`config.mk`:
```
export PLATFORM = sky130hd
export DESIGN_NAME = positional_ordered_list_unit
export DESIGN_NICKNAME = d
export VERILOG_FILES = /design/src/hdl/pol_pkg.sv /design/src/hdl/positional_ordered_list_unit.sv
export SDC_FILE = /design/constraint.sdc
export NUM_CORES = 2
export LEC_CHECK = 0
export BUFFER_PORTS_ARGS = -buffer_cell sky130_fd_sc_hd__buf_2
export CAP_MARGIN = 25
export CORE_ASPECT_RATIO = 0.9
export CORE_MARGIN = 1.5
export CORE_UTILIZATION = 40
export CTS_CLUSTER_DIAMETER = 200
export DETAILED_ROUTE_END_ITERATION = 6
export GPL_TIMING_DRIVEN = 1
export PLACE_DENSITY_LB_ADDON = 0.05
export SETUP_SLACK_MARGIN = 0.5
export SYNTH_ARGS = -nofsm -noshare
export SYNTH_HDL_FRONTEND = slang
export SYNTH_SLANG_ARGS = --single-unit
```
`constraint.sdc`:
```
create_clock -name clk -period 3.94 [get_ports clk]
set_input_delay 0.591 -clock clk [delete_from_list [all_inputs] [get_ports clk]]
set_output_delay 0.591 -clock clk [all_outputs]
set_load 0.05 [all_outputs]
```
`src/hdl/pol_pkg.sv`:
```
// ----------------------------------------------------------------------------
// pol_pkg
// Types and constants shared by the positional ordered list and its checker.
// ----------------------------------------------------------------------------
package pol_pkg;

  localparam int CAPACITY   = 64;
  localparam int DATA_WIDTH = 32;

  localparam int ADDR_W = (CAPACITY > 1) ? $clog2(CAPACITY) : 1;
  localparam int CNT_W  = $clog2(CAPACITY + 1);
  // Width wide enough to compare a position field against the count.
  localparam int WIDE_W = (CNT_W > 7) ? CNT_W : 7;

  localparam logic [2:0] ACT_INSERT   = 3'd0;
  localparam logic [2:0] ACT_APPEND   = 3'd1;
  localparam logic [2:0] ACT_READ     = 3'd2;
  localparam logic [2:0] ACT_DELETE   = 3'd3;
  localparam logic [2:0] ACT_READ_END = 3'd4;
  localparam logic [2:0] ACT_CLEAR    = 3'd5;

  localparam logic [1:0] ST_OK    = 2'd0;
  localparam logic [1:0] ST_RANGE = 2'd1;
  localparam logic [1:0] ST_FULL  = 2'd2;

  typedef struct packed {
    logic [2:0]  action;
    logic [6:0]  position;
    logic [31:0] data_in;
  } req_t;

  typedef struct packed {
    logic [1:0]  status;
    logic [31:0] data_out;
    logic [6:0]  entry_count;
  } rsp_t;

endpackage

```
`src/hdl/positional_ordered_list_unit.sv`:
```
// ----------------------------------------------------------------------------
// positional_ordered_list_unit
// Ordered list of data words in one synchronous memory; insert and delete
// move the later words one entry per cycle through a read/write pipeline.
// ----------------------------------------------------------------------------
//  channel | signals                     | payload
//  --------+-----------------------------+---------------------------------
//  request | req_valid / req_ready       | req  (action, position, data_in)
//  result  | rsp_valid / rsp_ready       | rsp  (status, data_out, entry_count)
//
// One request is worked on at a time. Insert passes the shift, drain and put
// states (only put with nothing to move), append put, delete shift and drain
// (neither with nothing to move), reads read and read wait, others none; the
// result turns valid from done. Shift reads and writes one moved word each
// time; moves counts the words from the position on (insert) or after it
// (delete). The next request can transfer from the cycle in which the result
// turns valid. Reset clears the count and the handshake state only; the
// memory needs no clearing. A stalled result holds the unit in its final
// state, and a new request is taken once the result has moved to the output.
// ----------------------------------------------------------------------------
module positional_ordered_list_unit
  import pol_pkg::*;
(
  input  logic clk,
  input  logic rst,
  input  logic req_valid,
  output logic req_ready,
  input  req_t req,
  output logic rsp_valid,
  input  logic rsp_ready,
  output rsp_t rsp
);

  localparam logic [2:0] S_IDLE  = 3'd0;
  localparam logic [2:0] S_SHIFT = 3'd1;
  localparam logic [2:0] S_DRAIN = 3'd2;
  localparam logic [2:0] S_PUT   = 3'd3;
  localparam logic [2:0] S_RD    = 3'd4;
  localparam logic [2:0] S_RDWT  = 3'd5;
  localparam logic [2:0] S_DONE  = 3'd6;

  logic [2:0]            state;
  logic [CNT_W-1:0]      count;
  logic [CNT_W-1:0]      moves;
  logic                  shift_up;
  logic [ADDR_W-1:0]     rd_idx;
  logic [ADDR_W-1:0]     put_idx;
  logic [DATA_WIDTH-1:0] put_word;
  logic                  pend;
  logic [ADDR_W-1:0]     pend_idx;
  logic [DATA_WIDTH-1:0] rd_data;
  logic [DATA_WIDTH-1:0] mem [CAPACITY];
  rsp_t                  res;

  logic [WIDE_W-1:0]     cnt_w;
  logic [WIDE_W-1:0]     pos_w;
  logic [CNT_W-1:0]      pos_c;
  logic                  full;
  logic                  wr_en;
  logic [ADDR_W-1:0]     wr_addr;
  logic [DATA_WIDTH-1:0] wr_data;

  assign cnt_w = WIDE_W'(count);
  assign pos_w = WIDE_W'(req.position);
  assign pos_c = CNT_W'(req.position);
  assign full  = (count == CNT_W'(CAPACITY));

  assign req_ready = (state == S_IDLE);

  // The single write port serves either a pending shifted word or the new word.
  always_comb begin
    wr_en   = 1'b0;
    wr_addr = pend_idx;
    wr_data = rd_data;
    if (state == S_PUT) begin
      wr_en   = 1'b1;
      wr_addr = put_idx;
      wr_data = put_word;
    end else if (pend) begin
      wr_en = 1'b1;
    end
  end

  always_ff @(posedge clk) begin
    if (wr_en) begin
      mem[wr_addr] <= wr_data;
    end
    rd_data <= mem[rd_idx];
  end

  always_ff @(posedge clk) begin
    if (rst) begin
      state     <= S_IDLE;
      count     <= '0;
      pend      <= 1'b0;
      rsp_valid <= 1'b0;
    end else begin
      if (rsp_valid && rsp_ready) begin
        rsp_valid <= 1'b0;
      end
      pend <= (state == S_SHIFT);

      case (state)
        S_IDLE: begin
          if (req_valid) begin
            res.status   <= ST_OK;
            res.data_out <= '0;
            put_idx      <= ADDR_W'(req.position);
            put_word     <= DATA_WIDTH'(req.data_in);
            state        <= S_DONE;
            case (req.action)
              ACT_INSERT, ACT_APPEND: begin
                if (req.action == ACT_INSERT && pos_w > cnt_w) begin
                  res.status <= ST_RANGE;
                end else if (full) begin
                  res.status <= ST_FULL;
                end else begin
                  shift_up <= 1'b1;
                  rd_idx   <= ADDR_W'(count - 1'b1);
                  count    <= count + 1'b1;
                  if (req.action == ACT_APPEND) begin
                    put_idx <= ADDR_W'(count);
                    moves   <= '0;
                    state   <= S_PUT;
                  end else begin
                    moves <= count - pos_c;
                    state <= (count == pos_c) ? S_PUT : S_SHIFT;
                  end
                  res.entry_count <= 7'(count + 1'b1);
                end
              end
              ACT_DELETE: begin
                if (pos_w >= cnt_w) begin
                  res.status <= ST_RANGE;
                end else begin
                  shift_up <= 1'b0;
                  rd_idx   <= ADDR_W'(pos_c + 1'b1);
                  moves    <= count - pos_c - 1'b1;
                  count    <= count - 1'b1;
                  state    <= (count - pos_c == CNT_W'(1)) ? S_DONE : S_SHIFT;
                end
              end
              ACT_READ: begin
                if (pos_w >= cnt_w) begin
                  res.status <= ST_RANGE;
                end else begin
                  rd_idx <= ADDR_W'(req.position);
                  state  <= S_RD;
                end
              end
              ACT_READ_END: begin
                if (req.position == 7'd0 || pos_w > cnt_w) begin
                  res.status <= ST_RANGE;
                end else begin
                  rd_idx <= ADDR_W'(count - pos_c);
                  state  <= S_RD;
                end
              end
              ACT_CLEAR: begin
                count <= '0;
              end
              default: begin
              end
            endcase
            // Count after the request; a successful insert or append sets it in its own branch.
            if (!((req.action == ACT_INSERT || req.action == ACT_APPEND) &&
                  !(req.action == ACT_INSERT && pos_w > cnt_w) && !full)) begin
              if (req.action == ACT_CLEAR) begin
                res.entry_count <= '0;
              end else if (req.action == ACT_DELETE && pos_w < cnt_w) begin
                res.entry_count <= 7'(count - 1'b1);
              end else begin
                res.entry_count <= 7'(count);
              end
            end
          end
        end
        S_SHIFT: begin
          // Read one word; it is written one entry up or down next cycle.
          pend_idx <= shift_up ? rd_idx + 1'b1 : rd_idx - 1'b1;
          rd_idx   <= shift_up ? rd_idx - 1'b1 : rd_idx + 1'b1;
          moves    <= moves - 1'b1;
          if (moves == CNT_W'(1)) begin
            state <= S_DRAIN;
          end
        end
        S_DRAIN: begin
          state <= shift_up ? S_PUT : S_DONE;
        end
        S_PUT: begin
          state <= S_DONE;
        end
        S_RD: begin
          state <= S_RDWT;
        end
        S_RDWT: begin
          res.data_out <= 32'(rd_data);
          state        <= S_DONE;
        end
        S_DONE: begin
          if (!rsp_valid || rsp_ready) begin
            rsp       <= res;
            rsp_valid <= 1'b1;
            state     <= S_IDLE;
          end
        end
        default: begin
          state <= S_IDLE;
        end
      endcase
    end
  end

endmodule

```
==> metrics.md <==
| Metric | Value |
|---|---|
| Final core utilization | 47.2% |
| Fin crit share | 84.8% |
| Synth warn | 0 |
| Layout cells sized above 1 | 28.7% |
| Top cells by area, synth | edfxtp_1 77%, mux4_2 13%, a22oi_1 1.4%, dfxtp_1 1.0%, nand2_1 0.96% |
| Mapped cell area | 0.0856 mm² |
| # setup viols final | 0 |
| RR Endpoint | rd_data[28]$_DFF_P_ |
| Max-cap viol count | 0 |
| Pwr Density | 665 mW/mm² |
| CP arrival | 4010 ps |
| Die Area | 0.217 mm² |
| Cell taking the most area after synthesis | edfxtp_1 |
| Non-filler cells, final | 7,414 |
| Dpl cells | 6,947 |
| # DRC | 0 |
| Cell Rows | 160 |
| DRT Pass-1 Iters | 5 |
| DR iter-0 viols | 4,486 |
| H-tree Lvls | 4 |
| Clock Sinks | 2,232 |
| Critical Path Source Type | register |
| Largest net degree at the start of global routing | 66 |
| Ys flop type | edfxtp_1 |
| Net Count, Synth | 4,049 |
| Vias per inst | 5.76 |
| Fin. Hold Viols | 0 |
| Gpl congestion | 0.860 |
| FF-to-FF path depth | 7 |
| Rel. slew slack | 22.7% |
| Crit path kind | reg2reg |
| GRT overflow | 0 |
| Netlist cell types | 72 |
| Worst-Skew Late Latency | 860 ps |
| Antenna Violating Nets Remaining | 0 |
| Die Y | 442 µm |
| LEAKAGE | 31.8 nW |
| IO Pins | 89 |
| IO Port Bufs | 88 |
| Via count | 42,700 |
| Outcome | finished, final reports clean |
| Async SR Flop Fraction | 0% |
| Horiz. Die Dim | 491 µm |
| Crit path time final | 3340 ps |
| Post-synth EDFFs | 2,188 |
| Clock Tree Buf Depth | 3 |
| Hold path start | rst |
| Hold Crit Class | in2reg |
| Crit-path max FO | 24 |
| Post-Synthesis Cells | 3,985 |
| Flops & latches, synth | 2,232 |
| Crit path from | rd_idx[0]$_DFFE_PP_ |
| Starting Density | 40.4% |
| Root Buffer | clkbuf_16 |
| Final instance area | 0.100 mm² |
| Commonest non-fill, non-tap cell in the layout | edfxtp_1 |
| RR Startpoint | rd_idx[0]$_DFFE_PP_ |
| Tot Pwr | 0.0666 W |
| Core area | 0.212 mm² |
| Initial antenna violation count | 5 |
| CP required | 4610 ps |
| Nets | 4,445 |
| Top cell type's share of synthesized area | 76.7% |
| Worst-margin pin slew | 1160 ps |
| R2R Setup Slk | 600 ps |
| F_max | 299 MHz |
| First-pass GRT wire length | 344,000 µm |
| Area growth, synth to finish | 16.9% |
| Wirelength per Cell | 33.3 µm |
| RSZ-0062 raised after global routing | false |
| All-Layer GR Usage | 22.7% |
| Worst-path clk slew | 70 ps |
| Peak VDD IR | 0.467 mV |
| Mapped Avg Cell Area | 21.5 µm² |
| DP Area | 0.0924 mm² |
| Most frequent cells in the layout | 2,188 x edfxtp_1, 512 x mux4_2, 232 x clkbuf_16 |
| Vias in the first global route | 42,900 |
| Drt total wl | 247,000 µm |
| Seq/Total Area, Yosys | 77.8% |
| Critical Path Sink | rd_data[28]$_DFF_P_ |
| Final HPWL DP | 147,000 µm |
| TritonCTS clock tree | built |
| Final slew viol count | 0 |
| Clk_skew | 26.7 ps |
| Crit path capture type | register |
| Inserted Clock Buffers | 227 |
-- synthesized netlist by cell type, types with 6 or more instances --
| cell type | count |
|---|---|
| edfxtp_1 | 2188 |
| mux4_2 | 512 |
| nand2_1 | 220 |
| a22oi_1 | 163 |
| clkbuf_1 | 124 |
| nor2_1 | 107 |
| a221oi_1 | 66 |
| a22o_1 | 64 |
| dfxtp_1 | 44 |
| o221ai_1 | 36 |
| and2_1 | 35 |
| nand3_1 | 34 |
| o21ai_0 | 32 |
| buf_2 | 31 |
| buf_4 | 30 |
| a21oi_1 | 28 |
| inv_1 | 25 |
| buf_1 | 24 |
| nor3_1 | 21 |
| xnor2_1 | 21 |
| buf_6 | 17 |
| ha_1 | 17 |
| mux2i_1 | 15 |
| nand2b_1 | 13 |
| xor2_1 | 9 |
| nand4_1 | 7 |
| o22ai_1 | 7 |
| nand3b_1 | 6 |
-- metal layers --
layer / track usage [%] / part of all wire (%) / up-vias
met5: 0 / 0 / -
met4: 5.16 / 2.0 / 0
met3: 2.91 / 4.9 / 245
met2: 35.2 / 47 / 1238
met1: 34.2 / 46 / 23600
li1: - / - / 17600
-- logic make-up after synthesis --
logic type / Yosys count / synth area share, %
buf+inv: 253 / 1.44
fa+ha+maj: 18 / 0.272
compound gates: 449 / 4.06
mux: 529 / 13.7
flops: 2232 / 77.8
xor+xnor: 31 / 0.326
simple gates: 473 / 2.47
-- sequential cells by signal, summed over array words and instances (netlist names) --
name	count
shift_up	1
rd_data	32
rd_idx	6
state	3
mem	2048
put_word	32
moves	7
pend	1
pend_idx	6
res	41
cnt_w	7
rsp	41
rsp_valid	1
put_idx	6
-- stage by stage --
stage                     hold WS [ps]  setup WS (ps)  TNS, ps
after floorplan                    400            632        0
after global placement             403           -194     -194
after detailed placement           405            418        0
after CTS                         18.2            561        0
after global routing              66.6            502        0
final                             96.2            597        0
-- critical path, stage by stage (launching register included) --
cell and delay [ps]:
edfxtp_1 450, buf_12 250, buf_4 420, mux4_2 560
a22oi_1 250, nand2_1 180, a22oi_1 700, o221ai_1 280
-- area by class of cell --
class / instances / area [µm²]
diodes: 3 / 7.51
clock buffers: 307 / 6190
clock inverters: 117 / 1140
fillers: 17500 / 112000
inverters: 27 / 101
multi-input cells: 1500 / 18500
flip-flops and latches: 2232 / 66600
well taps: 2835 / 3550
repair buffers: 393 / 4070
-- where the power goes --
part	internal [W]	total [W]	switching, W
Combinational	0.00442	0.0147	0.0102
Clock	0.0123	0.0214	0.00905
Sequential	0.0301	0.0306	0.000460
Total	0.0468	0.0666	0.0198
-- repair_timing --
item | 4_1_cts | 5_1_grt
buffers inserted | 0 | 7
hold buffers | 32 | 0
gates resized for setup | 1 | 0
hold endpoints to repair | 32 | 0
endpoints found under the setup margin | 1 | 44
pin swaps | 0 | 2
-- worst min-delay path by stage --
stage | endpoint | slack (ps) | depth (start not counted)
2_1_floorplan | rsp[0]$_DFFE_PP_ | 400 | 0
3_3_place_gp | rsp[31]$_DFFE_PP_ | 400 | 0
3_5_place_dp | rsp[21]$_DFFE_PP_ | 400 | 0
4_1_cts | cnt_w[1]$_SDFFE_PP0P_ | 20 | 2
5_1_grt | cnt_w[1]$_SDFFE_PP0P_ | 70 | 2
6_report | cnt_w[1]$_SDFFE_PP0P_ | 100 | 2
Note: power is estimated with default switching activity, not from simulation.
